$ cat config.mk
export PLATFORM = sky130hd
export DESIGN_NAME = pedometer_dynamic_threshold
export DESIGN_NICKNAME = d
export VERILOG_FILES = /design/src/rtl/pdt_pkg.sv /design/src/rtl/pdt_cell.sv /design/src/rtl/pdt_avg_chain.sv /design/src/rtl/pdt_detector.sv /design/src/rtl/pedometer_dynamic_threshold.sv
export VERILOG_INCLUDE_DIRS = /design/src /design/src/rtl
export SDC_FILE = /design/constraint.sdc
export NUM_CORES = 1
export LEC_CHECK = 0
export BUFFER_PORTS_ARGS = -buffer_cell sky130_fd_sc_hd__buf_2
export CORE_AREA = 3 3 183 185
export CTS_CLUSTER_DIAMETER = 60
export DETAILED_ROUTE_END_ITERATION = 8
export DIE_AREA = 0 0 186 188
export HOLD_SLACK_MARGIN = 0.12
export PLACE_DENSITY = 0.82
export SYNTH_ARGS = -nofsm -noshare
export SYNTH_HDL_FRONTEND = slang
export SYNTH_SLANG_ARGS = --single-unit
$ cat constraint.sdc
create_clock -name aclk -period 7.1 [get_ports aclk]
set_clock_uncertainty 0.2 [all_clocks]
set_input_delay 0.355 -clock aclk [delete_from_list [all_inputs] [get_ports aclk]]
set_output_delay 0.355 -clock aclk [all_outputs]
set_load 0.01 [all_outputs]
$ cat src/rtl/pedometer_dynamic_threshold_assert.svh
// ----------------------------------------------------------------------------
// Pedometer assertion macros
// Concurrent assertion wrappers clocked on aclk.
// ----------------------------------------------------------------------------
`ifndef PEDOMETER_DYNAMIC_THRESHOLD_ASSERT_SVH
`define PEDOMETER_DYNAMIC_THRESHOLD_ASSERT_SVH

// check outside reset
`define PDT_ASSERT(lbl, prop, msg) \
    lbl: assert property (@(posedge aclk) disable iff (!aresetn) prop) else $error(msg);

// check at every edge, reset included
`define PDT_ASSERT_ALWAYS(lbl, prop, msg) \
    lbl: assert property (@(posedge aclk) prop) else $error(msg);

`endif

$ cat src/rtl/pdt_pkg.sv
// ----------------------------------------------------------------------------
// Pedometer package
// Widths, reset values, register indexes and the configuration struct.
// ----------------------------------------------------------------------------
package pdt_pkg;

    localparam int SAMPLE_W      = 16;
    localparam int AVG_DEPTH_DEF = 8;
    localparam int MIN_SWING_W   = 16;
    localparam int RANGE_W       = 10;
    localparam int COUNT_W       = 32;
    localparam int CFG_IDX_W     = 4;
    localparam int CFG_DATA_W    = 16;

    localparam logic [MIN_SWING_W-1:0] MIN_SWING_RST = 16'd2000;
    localparam logic [RANGE_W-1:0]     RANGE_RST     = 10'd50;

    localparam logic [CFG_IDX_W-1:0] CFG_MIN_SWING = 4'd0;
    localparam logic [CFG_IDX_W-1:0] CFG_BLOCK_LEN = 4'd1;

    typedef struct packed {
        logic [MIN_SWING_W-1:0] min_swing;
        logic [RANGE_W-1:0]     block_len;
    } cfg_t;

endpackage

$ cat src/rtl/pdt_cell.sv
// ----------------------------------------------------------------------------
// Pedometer history cell
// One tap of the sample history; loads the new sample or its neighbor's tap.
// ----------------------------------------------------------------------------
module pdt_cell (
    input  logic                                aclk,
    input  logic                                en,
    input  logic                                load_all,
    input  logic signed [pdt_pkg::SAMPLE_W-1:0] sample_in,
    input  logic signed [pdt_pkg::SAMPLE_W-1:0] prev_in,
    output logic signed [pdt_pkg::SAMPLE_W-1:0] tap
);

    logic signed [pdt_pkg::SAMPLE_W-1:0] tap_reg;
    logic signed [pdt_pkg::SAMPLE_W-1:0] tap_next;

    always_comb begin
        tap_next = tap_reg;
        if (en) begin
            tap_next = load_all ? sample_in : prev_in;
        end
    end

    always_ff @(posedge aclk) begin
        tap_reg <= tap_next;
    end

    assign tap = tap_reg;

endmodule

$ cat src/rtl/pdt_avg_chain.sv
// ----------------------------------------------------------------------------
// Pedometer moving-average chain
// Row of history cells and the running window sum.
// ----------------------------------------------------------------------------
module pdt_avg_chain #(
    parameter int AVG_DEPTH = pdt_pkg::AVG_DEPTH_DEF
) (
    input  logic                                            aclk,
    input  logic                                            aresetn,
    input  logic                                            en,
    input  logic signed [pdt_pkg::SAMPLE_W-1:0]             sample,
    output logic signed [pdt_pkg::SAMPLE_W+$clog2(AVG_DEPTH)-1:0] sum
);

    localparam int SUM_W = pdt_pkg::SAMPLE_W + $clog2(AVG_DEPTH);

    logic signed [pdt_pkg::SAMPLE_W-1:0] taps [AVG_DEPTH];
    logic                                primed_reg;
    logic                                primed_next;
    logic signed [SUM_W-1:0]             sum_reg;
    logic signed [SUM_W-1:0]             sum_next;
    logic signed [SUM_W-1:0]             s_ext;
    logic signed [SUM_W-1:0]             old_ext;
    logic signed [SUM_W-1:0]             depth_s;

    genvar g;
    generate
        for (g = 0; g < AVG_DEPTH; g++) begin : g_cell
            if (g == 0) begin : g_head
                pdt_cell u_cell (
                    .aclk      (aclk),
                    .en        (en),
                    .load_all  (!primed_reg),
                    .sample_in (sample),
                    .prev_in   (sample),
                    .tap       (taps[g])
                );
            end else begin : g_body
                pdt_cell u_cell (
                    .aclk      (aclk),
                    .en        (en),
                    .load_all  (!primed_reg),
                    .sample_in (sample),
                    .prev_in   (taps[g-1]),
                    .tap       (taps[g])
                );
            end
        end
    endgenerate

    assign s_ext   = {{(SUM_W-pdt_pkg::SAMPLE_W){sample[pdt_pkg::SAMPLE_W-1]}}, sample};
    assign old_ext = {{(SUM_W-pdt_pkg::SAMPLE_W){taps[AVG_DEPTH-1][pdt_pkg::SAMPLE_W-1]}},
                      taps[AVG_DEPTH-1]};
    assign depth_s = SUM_W'(AVG_DEPTH);

    always_comb begin
        sum_next    = sum_reg;
        primed_next = primed_reg;
        if (en) begin
            primed_next = 1'b1;
            if (!primed_reg) begin
                sum_next = s_ext * depth_s;
            end else begin
                sum_next = sum_reg - old_ext + s_ext;
            end
        end
    end

    always_ff @(posedge aclk) begin
        if (!aresetn) begin
            primed_reg <= 1'b0;
            sum_reg    <= '0;
        end else begin
            primed_reg <= primed_next;
            sum_reg    <= sum_next;
        end
    end

    assign sum = sum_reg;

endmodule

$ cat src/rtl/pdt_detector.sv
// ----------------------------------------------------------------------------
// Pedometer range tracker and step detector
// Block max/min tracking, threshold latch and two-phase step detection.
// ----------------------------------------------------------------------------
module pdt_detector #(
    parameter int AVG_DEPTH = pdt_pkg::AVG_DEPTH_DEF
) (
    input  logic                                            aclk,
    input  logic                                            aresetn,
    input  logic                                            en,
    input  logic signed [pdt_pkg::SAMPLE_W+$clog2(AVG_DEPTH)-1:0] sum,
    input  pdt_pkg::cfg_t                                   cfg,
    output logic [pdt_pkg::COUNT_W-1:0]                     step_count,
    output logic                                            step_event
);

    localparam int SUM_W = pdt_pkg::SAMPLE_W + $clog2(AVG_DEPTH);

    localparam logic signed [SUM_W-1:0] MAX_RST = {1'b1, {(SUM_W-1){1'b0}}};
    localparam logic signed [SUM_W-1:0] MIN_RST = {1'b0, {(SUM_W-1){1'b1}}};

    logic signed [SUM_W-1:0]         max_reg, max_next, max_upd;
    logic signed [SUM_W-1:0]         min_reg, min_next, min_upd;
    logic [pdt_pkg::RANGE_W-1:0]     cnt_reg, cnt_next, cnt_inc;
    logic signed [SUM_W:0]           mid_reg, mid_next;
    logic signed [SUM_W:0]           swing_reg, swing_next;
    logic                            await_reg, await_next;
    logic [pdt_pkg::COUNT_W-1:0]     steps_reg, steps_next;
    logic                            event_reg, event_next;
    logic                            latch;
    logic signed [SUM_W:0]           sum2;
    logic [SUM_W-1:0]                thr;
    logic                            fire;

    assign sum2 = {sum, 1'b0};
    assign thr  = SUM_W'(cfg.min_swing) * SUM_W'(AVG_DEPTH);

    always_comb begin
        max_upd    = (sum > max_reg) ? sum : max_reg;
        min_upd    = (sum < min_reg) ? sum : min_reg;
        cnt_inc    = cnt_reg + 1'b1;
        latch      = (cnt_inc >= cfg.block_len);
        max_next   = max_reg;
        min_next   = min_reg;
        cnt_next   = cnt_reg;
        mid_next   = mid_reg;
        swing_next = swing_reg;
        if (latch) begin
            mid_next   = (SUM_W+1)'(max_upd) + (SUM_W+1)'(min_upd);
            swing_next = (SUM_W+1)'(max_upd) - (SUM_W+1)'(min_upd);
        end
        fire       = !await_reg && (sum2 > mid_next) && (swing_next > $signed({1'b0, thr}));
        await_next = await_reg;
        steps_next = steps_reg;
        event_next = event_reg;
        if (en) begin
            max_next   = latch ? sum : max_upd;
            min_next   = latch ? sum : min_upd;
            cnt_next   = latch ? '0 : cnt_inc;
            event_next = fire;
            if (fire) begin
                steps_next = steps_reg + 1'b1;
                await_next = 1'b1;
            end else if (await_reg && (sum2 < mid_next)) begin
                await_next = 1'b0;
            end
        end else begin
            mid_next   = mid_reg;
            swing_next = swing_reg;
        end
    end

    always_ff @(posedge aclk) begin
        if (!aresetn) begin
            max_reg   <= MAX_RST;
            min_reg   <= MIN_RST;
            cnt_reg   <= '0;
            mid_reg   <= '0;
            swing_reg <= '0;
            await_reg <= 1'b0;
            steps_reg <= '0;
            event_reg <= 1'b0;
        end else begin
            max_reg   <= max_next;
            min_reg   <= min_next;
            cnt_reg   <= cnt_next;
            mid_reg   <= mid_next;
            swing_reg <= swing_next;
            await_reg <= await_next;
            steps_reg <= steps_next;
            event_reg <= event_next;
        end
    end

    assign step_count = steps_reg;
    assign step_event = event_reg;

endmodule

$ cat src/rtl/pedometer_dynamic_threshold.sv
// Pipeline: a sample transfer loads the window sum stage, and the detector
// stage then raises m_valid with the result for that sample.
// Throughput: one sample per cycle while m_ready is high; both stages
// advance together and hold while the output is stalled.
// Reset: synchronous active-low aresetn clears all control state, counters
// and the step total, and restores min_swing = 2000 and a block length of 50.
// ----------------------------------------------------------------------------
// Pedometer with dynamic threshold
// Moving-average filter over a chain of history cells, block max/min
// threshold tracking and a two-phase step counter.
// ----------------------------------------------------------------------------
`include "pedometer_dynamic_threshold_assert.svh"

module pedometer_dynamic_threshold #(
    parameter int AVG_DEPTH = pdt_pkg::AVG_DEPTH_DEF
) (
    input  logic                                aclk,
    input  logic                                aresetn,
    input  logic                                s_valid,
    output logic                                s_ready,
    input  logic signed [pdt_pkg::SAMPLE_W-1:0] s_sample,
    output logic                                m_valid,
    input  logic                                m_ready,
    output logic [pdt_pkg::COUNT_W-1:0]         m_step_count,
    output logic                                m_step_event,
    input  logic                                cfg_valid,
    output logic                                cfg_ready,
    input  logic [pdt_pkg::CFG_IDX_W-1:0]       cfg_index,
    input  logic [pdt_pkg::CFG_DATA_W-1:0]      cfg_data
);

    localparam int SUM_W = pdt_pkg::SAMPLE_W + $clog2(AVG_DEPTH);

    pdt_pkg::cfg_t               cfg_reg, cfg_next;
    logic                        adv;
    logic                        in_xfer;
    logic                        det_en;
    logic                        v1_reg, v1_next;
    logic                        out_valid_reg, out_valid_next;
    logic signed [SUM_W-1:0]     sum;
    logic [pdt_pkg::COUNT_W-1:0] step_total;
    logic [pdt_pkg::COUNT_W-1:0] step_inc;

    assign adv       = !out_valid_reg || m_ready;
    assign in_xfer   = s_valid && adv;
    assign det_en    = adv && v1_reg;
    assign s_ready   = adv;
    assign cfg_ready = 1'b1;

    always_comb begin
        cfg_next = cfg_reg;
        if (cfg_valid) begin
            unique case (cfg_index)
                pdt_pkg::CFG_MIN_SWING: begin
                    cfg_next.min_swing = cfg_data[pdt_pkg::MIN_SWING_W-1:0];
                end
                pdt_pkg::CFG_BLOCK_LEN: begin
                    cfg_next.block_len = cfg_data[pdt_pkg::RANGE_W-1:0];
                end
                default: begin
                    cfg_next = cfg_reg;
                end
            endcase
        end
    end

    always_comb begin
        v1_next        = v1_reg;
        out_valid_next = out_valid_reg;
        if (adv) begin
            v1_next        = s_valid;
            out_valid_next = v1_reg;
        end
    end

    always_ff @(posedge aclk) begin
        if (!aresetn) begin
            cfg_reg.min_swing <= pdt_pkg::MIN_SWING_RST;
            cfg_reg.block_len <= pdt_pkg::RANGE_RST;
            v1_reg            <= 1'b0;
            out_valid_reg     <= 1'b0;
        end else begin
            cfg_reg       <= cfg_next;
            v1_reg        <= v1_next;
            out_valid_reg <= out_valid_next;
        end
    end

    pdt_avg_chain #(
        .AVG_DEPTH (AVG_DEPTH)
    ) u_chain (
        .aclk    (aclk),
        .aresetn (aresetn),
        .en      (in_xfer),
        .sample  (s_sample),
        .sum     (sum)
    );

    pdt_detector #(
        .AVG_DEPTH (AVG_DEPTH)
    ) u_detector (
        .aclk       (aclk),
        .aresetn    (aresetn),
        .en         (det_en),
        .sum        (sum),
        .cfg        (cfg_reg),
        .step_count (step_total),
        .step_event (m_step_event)
    );

    assign m_step_count = step_total;
    assign step_inc     = {{(pdt_pkg::COUNT_W-1){1'b0}}, m_step_event};
    assign m_valid      = out_valid_reg;

    `PDT_ASSERT(a_count, det_en |=> step_total == $past(step_total) + step_inc, "step count jump")
    `PDT_ASSERT(a_ready_when_empty, (!m_valid) |-> s_ready, "input stalled with empty output")
    `PDT_ASSERT_ALWAYS(a_reset_clears_valid, (!aresetn) |=> (!m_valid), "output valid after reset")

endmodule

==> metrics.cfg <==
[run_status]
status=finished with violations
violations=negative setup slack

[global_routing]
grt_overflow=0
grt-busiest-layer=met2
globalRouteMet1Util_pct=32.2
grt_pass1_vias=15400
grt_pass1_wl_um=73100
grtUsageMet2_pct=42.9
met3_usage_pct=3.51
grt_max_degree=95
antenna_found_initial=0
grt_usage_pct=25.1

[synthesis]
synth_edf_count=128
yosys-top-cells-area=edfxtp_1 22%, dfxtp_1 19%, ha_1 10%
synth_top_area_share_pct=21.8
synth_fp_nets=2250
synth_cells=2047
ys.flop_type=dfxtp_1
synth_area_leader_cell=edfxtp_1
synth_common_cells=412 x nand2_1, 170 x dfxtp_1, 162 x inv_1, 142 x ha_1
syn_avg_cell_area_um2=8.60
ys_seq_elements=298
synth_warnings=0
synth_area_um2=17600
ys_types=68
async_flop_share_pct=0
ys_seq_area_share_pct=41.2
synth.most_common_cell=nand2_1

[final_layout]
final_cells=2708
area_delta_synth_final_pct=23.5
nets=2478
stdcell_area_um2=21700
fillers=2341
largest_reg_flops=112
diodes=0
final_util_pct=67.5
drive_gt1_share_pct=19.8

[placed_design]
dp.cells=2585
dpl.hpwl_um=29700
gp_congestion=0.924
io_buffers=75
place_area_um2=19400

[floorplan]
fp.dieW_um=186
dieArea_um2=35000
io_pins=77
start_util_pct=54.7
num_rows=66
fp.dieH_um=188
core_area_um2=32200

[power]
p_leak_uw=0.00952
power.total_uw=5470
power.density_nw_per_um2=252
ir_drop_mv=0.288

[clock_network]
clkLatencyLatePin_ps=540
htreeDepth=2
cts_sinks=298
clk_pin_slew_ps=60
cts-buffers-inserted=34
tritoncts=built
clockRootBuffer=clkbuf_16
cts_buffer_depth=3

[detailed_routing]
drt_pass1_iterations=6
drt-total-wl_um=46000
postRouteAntennaNets=0
vias_per_cell=5.80
drc_errors=0
routedWlPerCell_um=17.0
vias=15700
drt_iter0_markers=1340

[sta]
setup_ws_ps=-445
max_slew_margin_pct=26.2
rsz0062_at_grt=yes
worst_pin_slew_ps=1110
setup_viol=34
fmax_mhz=133
period_share_pct=106
fin_setup_tns_ps=-10650
hold_viol=0
period_needed_ps=7550
drv_slew=0

[worst_setup_path]
cp_slowest_cell=or4b_4
regToRegStartpoint=u_detector.max_reg[1]
worstPathRequired_ps=7340
worstPathArrival_ps=7790
cp-start-kind=flop
cp-end-kind=flop
worstSetupPathType=flop to flop
r2r-end=u_detector.step_count[13]
critPathMaxFanout=6
max_stage_delay_ps=610
reg2reg_slack_ps=-450
reg2reg_depth=31

[worst_hold_path]
min_from=cfg_index[3]
hold_path_end=cfg_reg[13]
hold_path_depth=5
hold_class=primary input to flop

[flow_run]
drv_cap=0

-- layout by cell type, fill, tap and decap left out, drive strengths merged, types with 28 or more instances in the layout --
master,n
inv,163
o211ai,52
edfxtp,128
nand2b,38
a21o,28
mux2i,37
a21oi,128
xnor2,38
nor2,128
o21ai,120
clkbuf,44
nand2,412
nand3,38
buf,276
ha,142
dfxtp,170
dlygate4sd3,33
-- what timing repair did --
action,4_1_cts,5_1_grt
hold buffers,33,0
setup buffers,19,8
resized for setup,69,88
endpoints found under the hold margin,58,0
pin swaps,61,45
cloned,3,1
endpoints found under the setup margin,34,34
-- final cells by class --
| type | instances | area (um2) | area share (%) |
|---|---|---|---|
| Clock buffer | 43 | 926 | 4.26 |
| Clock inverter | 18 | 179 | 0.823 |
| Inverter | 162 | 614 | 2.83 |
| Multi-Input combinational cell | 1469 | 9900 | 45.5 |
| Sequential cell | 298 | 7270 | 33.4 |
| Tap cell | 408 | 510 | 2.35 |
| Timing Repair Buffer | 310 | 2340 | 10.8 |
-- worst max-delay path: cells and delay by family (launching register included) --
kind / cells / cell delay (ps)
AO/OA/AOI/OAI: 13 / 2640
flip-flops: 1 / 360
buffers and inverters: 4 / 560
adder cells (fa/ha/maj): 3 / 910
AND/OR/NAND/NOR: 10 / 2610
XOR/XNOR: 1 / 140
-- worst max-delay path by stage --
stage | from | endpoint | slack (ps) | cells past startpoint
6_report | u_detector.max_reg[1] | u_detector.step_count[13] | -450 | 31
5_1_grt | u_detector.min_reg[1] | u_detector.step_count[13] | -720 | 33
4_1_cts | u_detector.min_reg[16] | u_detector.step_count[16] | -330 | 31
2_1_floorplan | u_chain.sum[16] | u_detector.step_count[25] | 9 | 32
3_5_place_dp | u_detector.min_reg[16] | u_detector.step_count[31] | -920 | 30
3_3_place_gp | u_detector.min_reg[16] | u_detector.step_count[15] | -540 | 30
-- metrics by stage --
stage / hold WS (ps) / worst slack (ps)
after floorplan: 231 / 9.23
after global placement: 243 / -536
after detailed placement: 250 / -923
after CTS: 144 / -329
after global routing: 168 / -716
final: 154 / -445
-- cell families (layout without fill, tap and decap cells) --
group | Yosys count | count (layout) | synth area share [%]
AND/OR/NAND/NOR | 748 | 748 | 18.9
AO/OA/AOI/OAI | 467 | 467 | 16.6
flip-flops | 298 | 298 | 41.2
buffers and inverters | 280 | 533 | 6.15
adder cells (fa/ha/maj) | 162 | 162 | 12.4
XOR/XNOR | 53 | 53 | 2.64
multiplexers | 38 | 38 | 2.17
other | 1 | 1 | 0.0213
-- where the power goes --
group	internal (uW)	switching, uW
Combinational	792	980
Clock	1010	730
Sequential	1900	55.0
-- layer usage --
| layer | routed length, um | part of all wire, % | up-vias |
|---|---|---|---|
| met4 | 1710 | 3.7 | 0 |
| met2 | 22500 | 49 | 585 |
| met3 | 2730 | 5.9 | 134 |
| met1 | 19000 | 41 | 7428 |
| li1 | - | - | 7560 |
| met5 | 0 | 0 | - |
Power figures use the tool's default switching activity.
